## src/trsq_pkg.sv

```systemverilog
// ----------------------------------------------------------------------------
// trsq_pkg: shared types and constants for the timed release sorted queue
// Field widths, request and result codes, and the per-cell control struct.
// ----------------------------------------------------------------------------
package trsq_pkg;

    localparam int TIME_W = 32;
    localparam int TAG_W  = 16;
    localparam int ELAP_W = 16;
    localparam int KIND_W = 2;

    localparam int MAX_OUT = 32;
    localparam int CNT_W   = $clog2(MAX_OUT);

    localparam logic REQ_INSERT = 1'b0;
    localparam logic REQ_TICK   = 1'b1;

    localparam logic [KIND_W-1:0] KIND_ACK  = 2'd0;
    localparam logic [KIND_W-1:0] KIND_REL  = 2'd1;
    localparam logic [KIND_W-1:0] KIND_NONE = 2'd2;

    localparam logic STATUS_OK   = 1'b0;
    localparam logic STATUS_FULL = 1'b1;

    typedef struct packed {
        logic ins_en;
        logic rel_en;
    } t_cell_ctl;

endpackage

```

## src/trsq_cell.sv

```systemverilog
// ----------------------------------------------------------------------------
// trsq_cell: one slot of the sorted chain
// Holds one entry, compares it locally and takes data from a neighbour
// on insert (shift right) or release (shift left).
// ----------------------------------------------------------------------------
module trsq_cell #(
    parameter int TIME_BITS = 32,
    parameter int TAG_BITS  = 16
) (
    input  logic                   i_clk,
    input  logic                   i_rst_n,
    input  trsq_pkg::t_cell_ctl    i_ctl,
    input  logic [TIME_BITS-1:0]   i_ins_time,
    input  logic [TAG_BITS-1:0]    i_ins_tag,
    input  logic [TIME_BITS-1:0]   i_now,
    input  logic [TIME_BITS-1:0]   i_end,
    input  logic                   i_left_valid,
    input  logic [TIME_BITS-1:0]   i_left_time,
    input  logic [TAG_BITS-1:0]    i_left_tag,
    input  logic                   i_left_ins,
    input  logic                   i_right_valid,
    input  logic [TIME_BITS-1:0]   i_right_time,
    input  logic [TAG_BITS-1:0]    i_right_tag,
    output logic                   o_valid,
    output logic [TIME_BITS-1:0]   o_time,
    output logic [TAG_BITS-1:0]    o_tag,
    output logic                   o_ins,
    output logic                   o_due,
    output logic                   o_in_window
);
    import trsq_pkg::*;

    logic                 r_valid;
    logic                 n_valid;
    logic [TIME_BITS-1:0] r_time;
    logic [TIME_BITS-1:0] n_time;
    logic [TAG_BITS-1:0]  r_tag;
    logic [TAG_BITS-1:0]  n_tag;

    assign o_ins       = !r_valid || (r_time >= i_ins_time);
    assign o_due       = r_valid && (r_time >= i_now);
    assign o_in_window = r_valid && (r_time < i_end);

    always_comb begin
        n_valid = r_valid;
        n_time  = r_time;
        n_tag   = r_tag;
        if (i_ctl.ins_en && o_ins) begin
            if (i_left_ins) begin
                n_valid = i_left_valid;
                n_time  = i_left_time;
                n_tag   = i_left_tag;
            end else begin
                n_valid = 1'b1;
                n_time  = i_ins_time;
                n_tag   = i_ins_tag;
            end
        end else if (i_ctl.rel_en && o_due) begin
            n_valid = i_right_valid;
            n_time  = i_right_time;
            n_tag   = i_right_tag;
        end
    end

    always_ff @(posedge i_clk) begin
        if (!i_rst_n) begin
            r_valid <= 1'b0;
        end else begin
            r_valid <= n_valid;
        end
        r_time <= n_time;
        r_tag  <= n_tag;
    end

    assign o_valid = r_valid;
    assign o_time  = r_time;
    assign o_tag   = r_tag;

endmodule

```

## config.mk

```make
export PLATFORM = sky130hd
export DESIGN_NAME = trsq_cell
export DESIGN_NICKNAME = d
export VERILOG_FILES = /design/src/trsq_pkg.sv /design/src/trsq_cell.sv
export SDC_FILE = /design/constraint.sdc
export NUM_CORES = 1
export LEC_CHECK = 0
export BUFFER_PORTS_ARGS = -buffer_cell sky130_fd_sc_hd__buf_2
export CORE_UTILIZATION = 45
export DETAILED_ROUTE_END_ITERATION = 10
export GPL_TIMING_DRIVEN = 0
export HOLD_SLACK_MARGIN = 0.05
export PLACE_DENSITY = 0.86
export RECOVER_POWER = 100
export SLEW_MARGIN = 20
export SYNTH_ARGS = -nofsm -noshare
export SYNTH_HDL_FRONTEND = slang
export SYNTH_SLANG_ARGS = --single-unit
```

## constraint.sdc

```tcl
create_clock -name i_clk -period 4.7 [get_ports i_clk]
set_input_delay 0 -clock i_clk [delete_from_list [all_inputs] [get_ports i_clk]]
set_output_delay 0 -clock i_clk [all_outputs]
set_load 0.1 [all_outputs]
```

==> metrics.md, run 1 <==
| Metric | Value |
|---|---|
| Final core utilization | 0.655 |
| Max Root-Sink Buffers | 2 |
| P_leak | between 3 and 4 nW |
| Final HPWL DP | roughly 12000 um |
| Top post-synthesis cells by area | edfxtp_1 29%, ha_1 24%, mux2i_1 9.8% |
| Setup violators final | 0 |
| DRT antenna net count | 0 |
| Htree depth | 2 |
| Min-delay worst type | primary input to flop |
| Routed WL | between 15000 and 20000 um |
| CTS tree | yes |
| Syn_nets | approximately 860 |
| Nature of the critical path startpoint | flop |
| Die area | roughly 11000 sq um |
| Drt first pass iters | 5 |
| # DRC | 0 |
| Vias in the first global route | between 5k and 6k |
| Layout cells sized above 1 | 0.267 |
| Crit path DAT | ~3600 ps |
| Slew margin rel. | 0.180 |
| NetSw | a little under 0.9 mW |
| Chip width | about 110 um |
| Via-to-Cell Ratio | ~5.2 |
| I/O pin count | between 200 and 300 |
| Antenna diodes | 0 |
| Pwr dens | about 270 nW/um^2 |
| CP required | ~4700 ps |
| Wirelength per Cell | about 16 um |
| Area grow syn2layout | 39.5% |
| Synth area leader | edfxtp_1 |
| Worst VDD drop | 0.000195 V |
| Synth Area per Inst | roughly 8.9 sq um |
| Number of synthesized flops with an enable pin | 48 |
| Die Y-Extent | between 100 and 150 um |
| Number of antenna violations at the first check in global routing | 0 |
| Buffers on Ports | between 200 and 300 |
| Setup bufs post-CTS | 0 |
| Final period utilization | 0.774 |
| Initial core utilization | 0.469 |
| Post-layout min period | roughly 3600 ps |
| Vias | around 5.2k |
| Max-slew violations | 0 |
| Max cap viols | 0 |
| Clk pwr share | 0.146 |
| P_int | about 0.94 mW |
| Predominant post-synthesis flop cell | edfxtp_1 |
| Unrepaired setup endpoints after global routing | no |
| Max Clk Rate | 275 MHz |
| Critical-path maximum fanout | between 40 and 50 |
| First-pass GRT wire length | around 25000 um |
| Ys Warns | 0 |
| Nets | 1172 |
| Endpoint class of the critical path | flop |
| Post-Syn Area | about 5000 sq um |
| Logic gate share of total power | 0.522 |
| Seq pwr share | 0.332 |
| Slew @ Worst Pin | 1240 ps |
| Post-synth top area share | 0.295 |
| Final Power | 1.81 mW |
| RD Place Congestion | between 0.8 and 0.9 |
| Core Area | 10400 sq um |
| Worst skew pair latency | about 310 ps |
| CTS root buf | clkbuf_8 |
| Switching part of the total power | 0.481 |
| CTS Buf Count | 5 |
| Post-Synthesis Cells | around 550 |
| Gr ovfl total | 0 |
| Initial DRC count | roughly 270 |
| Ys async rst share | 0 |
| Clock transition at the registers of the reported paths | 100 ps |
| Setup tns final | 0 ps |
| Clock sinks | 49 |
| # rows | 37 |
| WS Path Type | flop to flop |
| Yosys cell types | 42 |
| Run status | completed |
| Tot GR Track Use | 0.277 |
| Hold Fails Final Rpt | 0 |
| Register area share after synthesis | 0.299 |
| Final Skew | roughly 10 ps |
| Register bit total from synthesis | slightly below 50 |
| Largest net degree at the start of global routing | 49 |
[per-layer routing]
layer,wire (um),vias up,GRT usage
met5,0,-,0
met4,467,0,0.104
met3,1020,39,0.0472
met2,8140,237,0.531
met1,5990,2351,0.301
li1,-,2579,-
[synth_stat cells (2+ instances only)]
cell type,n
o2111ai_1,2
nor3_1,4
nand3_1,8
nand2_1,13
ha_1,95
a21o_1,15
mux2i_1,48
edfxtp_1,48
a211oi_1,4
o21a_1,5
nand2b_1,5
and3_1,2
a221oi_1,2
a21oi_1,75
a31oi_1,3
and4_1,3
nand4_1,13
clkbuf_1,8
inv_1,100
buf_2,7
nor2_1,53
o31ai_1,3
o21ai_0,12
o211ai_1,3
[worst paths after layout]
path / startpoint / to / slack (ps) / cells after the start
max: o_time[6]$_DFFE_PP_ / o_time[9]$_DFFE_PP_ / 1060 / 8
max reg2reg: o_time[6]$_DFFE_PP_ / o_time[9]$_DFFE_PP_ / 1060 / 8
min reg2reg: o_valid$_SDFFE_PN0P_ / o_valid$_SDFFE_PN0P_ / 1350 / 4
min: i_right_tag[8] / o_tag[8]$_DFFE_PP_ / 60 / 3
[layout make-up]
type / count / area (sq um)
Buffer: 16 / 73.8
Clock buffer: 5 / 68.8
Clock inverter: 3 / 21.3
Fill cell: 911 / 3600
Inverter: 100 / 375
Multi-Input combinational cell: 384 / 2980
Sequential cell: 49 / 1460
Tap cell: 136 / 170
Timing Repair Buffer: 306 / 1670
[critical path, cell delays in order (launching register included)]
cell,delay (ps)
edfxtp_1,460
ha_1,330
and2_1,140
o2111ai_1,90
o21ai_0,260
a21boi_0,200
o21ai_0,930
buf_6,260
nand2b_4,590
[cells in the final DEF, fill, tap and decap left out, types with 3 or more instances in the layout]
cell,netlist,final
a211oi_1,4,4
a21o_1,15,15
a21oi_1,75,75
a31oi_1,3,3
and4_1,3,3
buf_2,7,218
clkbuf_1,8,62
clkbuf_8,0,5
dlygate4sd3_1,0,41
edfxtp_1,48,48
ha_1,95,95
inv_1,100,100
mux2i_1,48,48
nand2_1,13,13
nand2b_1,5,4
nand3_1,8,8
nand4_1,13,13
nor2_1,53,53
nor3_1,4,4
o211ai_1,3,3
o21a_1,5,5
o21ai_0,12,13
o31ai_1,3,3
[power groups by stage]
stage	Clock (mW)	Combinational [mW]	Sequential (mW)
finish	0.263	0.944	0.600
global route	0.287	1.03	0.605
CTS	0.269	0.954	0.598
detailed placement	0	0.923	0.608
global placement	0	0.903	0.608
floorplan	0	0.341	0.942
[kinds of logic (layout without fill, tap and decap cells)]
group | count (synthesis) | in the layout | share of synthesized area
AOI/OAI and AO/OA | 136 | 136 | 0.168
adders and majority gates | 95 | 95 | 0.243
buffers and inverters | 116 | 430 | 0.0924
DFF | 49 | 49 | 0.299
muxes | 48 | 48 | 0.0983
and+or+nand+nor | 105 | 105 | 0.0993
[sequential cells by signal, indices dropped and copies added, names as in the netlist]
register and count:
o_tag 16, o_time 32, o_valid 1
[per-stage QoR]
step | hold WS (ps) | cell area (sq um) | setup slack [ps] | instances
after floorplan | 136 | 4890 | 870 | 549
after global placement | 223 | 6390 | 429 | 950
after detailed placement | 237 | 6390 | 1610 | 950
after CTS | 51.3 | 6890 | 1590 | 999
after global routing | 56.2 | 6820 | 675 | 999
final | 60.9 | 6820 | 1060 | 999
[repair_timing]
| item | 4_1_cts | 5_1_grt |
|---|---|---|
| resized for setup | 0 | 0 |
| endpoints found under the hold margin | 40 | 0 |
| hold buffers | 41 | 0 |
Power figures use the tool's default switching activity.
==> run 2: changes to the inputs <==
--- a/config.mk
+++ b/config.mk
@@ -6,11 +6,11 @@
 export NUM_CORES = 1
 export LEC_CHECK = 0
 export BUFFER_PORTS_ARGS = -buffer_cell sky130_fd_sc_hd__buf_2
-export CORE_UTILIZATION = 45
+export CORE_UTILIZATION = 42
 export DETAILED_ROUTE_END_ITERATION = 10
 export GPL_TIMING_DRIVEN = 0
 export HOLD_SLACK_MARGIN = 0.05
-export PLACE_DENSITY = 0.86
+export PLACE_DENSITY = 0.84
 export RECOVER_POWER = 100
 export SLEW_MARGIN = 20
 export SYNTH_ARGS = -nofsm -noshare
==> constraint.sdc (replaced) <==
create_clock -name i_clk -period 3.07 [get_ports i_clk]
set_input_delay 0 -clock i_clk [delete_from_list [all_inputs] [get_ports i_clk]]
set_output_delay 0 -clock i_clk [all_outputs]
set_load 0.1 [all_outputs]
==> metrics.md, run 2 (synthesized netlist as in run 1, its figures left out) <==
| Metric | Value |
|---|---|
| Setup bufs post-CTS | 0 (unchanged) |
| Nature of the critical path startpoint | flop |
| Commonest cells after routing, fill and taps aside | 218 x buf_2, 100 x inv_1, 95 x ha_1 |
| Min-delay worst type | primary input to flop |
| Worst VDD drop | 0.000258 V (+33%) |
| Number of flip-flops in the largest register | 32 (unchanged) |
| Core Area | 11400 sq um (+9.2%) |
| Routed WL | 15200 um (-2.5%) |
| Final Power | 2.92 mW (+62%) |
| Slew margin rel. | 0.188 (+0.00875) |
| Clock transition at the registers of the reported paths | 70 ps (-30 ps) |
| Wirelength per Cell | 15.3 um (-2.4%) |
| Clock sinks | 49 (unchanged) |
| CTS tree | yes |
| Final core utilization | 0.602 (-0.0530) |
| Final period utilization | 0.931 (+0.157) |
| Buffers on Ports | 265 (unchanged) |
| Gr ovfl total | 0 (unchanged) |
| Area grow syn2layout | 39.9% |
| Cells after DPL | 957 (+0.74%) |
| CP required | 3020 ps (-1630 ps) |
| Drt first pass iters | 4 (-1) |
| CTS Buf Count | 5 (unchanged) |
| Run status | completed |
| Nets | 1164 (-0.68%) |
| Htree depth | 2 (unchanged) |
| Vias | 5110 (-1.8%) |
| Hold Fails Final Rpt | 0 (unchanged) |
| Die Y-Extent | 110 um (+3.4%) |
| # DRC | 0 (unchanged) |
| Slew @ Worst Pin | 1220 ps (-13.2 ps) |
| I/O pin count | 267 (unchanged) |
| Worst hold margin | 54.3 ps (-6.59 ps) |
| DRT antenna net count | 0 (unchanged) |
| Die area | 12100 sq um (+7.0%) |
| Fill cell count | 990 (+8.7%) |
| # rows | 39 (+5.4%) |
| Max cap viols | 0 (unchanged) |
| Vias in the first global route | 4865 (-10%) |
| Crit path DAT | 2810 ps (-770 ps) |
| RD Place Congestion | 0.825 (-6.8%) |
| Number of antenna violations at the first check in global routing | 0 (unchanged) |
| P_leak | 3.66 nW (+0.15%) |
| Critical-path maximum fanout | 24 (-50%) |
| Post-layout min period | 2860 ps (-779 ps) |
| Largest net degree at the start of global routing | 25 (-49%) |
| Final HPWL DP | 11600 um (-3.4%) |
| Initial DRC count | 284 (+4.4%) |
| Endpoint class of the critical path | flop |
| WS Path Type | flop to flop |
| Initial core utilization | 0.430 (-0.0394) |
| Worst skew pair latency | 290 ps (-20 ps) |
| Final Skew | 14.0 ps (+3.98 ps) |
| Max Clk Rate | 350 MHz (+27%) |
| Chip width | 110 um (+3.4%) |
| Pwr dens | 427 nW/um^2 (+61%) |
| Non-Filler Instances | 998 (-0.10%) |
| Tot GR Track Use | 0.241 (-0.0366) |
| Max Root-Sink Buffers | 2 (unchanged) |
| Via-to-Cell Ratio | 5.12 (-1.7%) |
| First-pass GRT wire length | 22400 um (-9.3%) |
| Most common cell after layout, fill and taps aside | buf_2 |
| Antenna diodes | 0 (unchanged) |
| Unrepaired setup endpoints after global routing | no |
| Setup violators final | 0 (unchanged) |
| Max-slew violations | 0 (unchanged) |
| CTS root buf | clkbuf_16 |
| Layout cells sized above 1 | 0.277 (+0.0107) |
run 2: layer usage:
layer | vias to the layer above | global-route usage | part of all wire
met5 | - | 0 | 0
li1 | 2572 | - | -
met2 | 187 | 0.454 | 0.52
met1 | 2339 | 0.281 | 0.42
met4 | 0 | 0.0581 | 0.0098
met3 | 12 | 0.0379 | 0.057
run 2: critical path, cell delays in order, from the launching register on:
cell,delay [ps]
edfxtp_1,460
ha_1,350
nand4_1,120
nor3_1,380
nand3_1,180
o21ai_4,400
buf_6,210
nand2b_4,390
run 2: what timing repair did:
item | in CTS | in global routing
endpoints found under the setup margin | 48 | 56
hold endpoints to repair | 32 | 0
gates resized for setup | 1 | 1
cloned | 1 | 0
hold buffers | 32 | 0
run 2: cell type report:
| type | count | area (sq um) | share of cell area |
|---|---|---|---|
| plain buffers | 16 | 75.1 | 0.0110 |
| clock buffers | 6 | 129 | 0.0188 |
| clock inverters | 2 | 15.0 | 0.00219 |
| inverters | 100 | 375 | 0.0549 |
| multi-input cells | 385 | 3020 | 0.442 |
| flip-flops and latches | 49 | 1460 | 0.214 |
| well taps | 143 | 179 | 0.0262 |
| repair buffers | 297 | 1590 | 0.232 |
run 2: stage by stage:
| step | worst slack (ps) | instance area, sq um | TNS [ps] |
|---|---|---|---|
| after floorplan | 25.2 | 4910 | 0 |
| after global placement | -187 | 6420 | -8790 |
| after detailed placement | -180 | 6420 | -8440 |
| after CTS | 26.4 | 6900 | 0 |
| after global routing | 56.1 | 6840 | 0 |
| final | 213 | 6840 | 0 |
run 2: where the power goes:
part	switching [mW]	total [mW]	internal, mW
Sequential	0.0754	0.918	0.843
Combinational	1.02	1.44	0.427
Clock	0.257	0.560	0.303
Total	1.35	2.92	1.57
run 2: path summary, 6_finish.rpt:
check                             from                    to  slack, ps  depth (start not counted)
hold reg to reg   o_valid$_SDFFE_PN0P_  o_valid$_SDFFE_PN0P_        920                          3
hold / removal         i_right_time[2]   o_time[2]$_DFFE_PP_         50                          3
setup reg to reg  o_time[30]$_DFFE_PP_    o_tag[0]$_DFFE_PP_        210                          7
setup / recovery  o_time[30]$_DFFE_PP_    o_tag[0]$_DFFE_PP_        210                          7
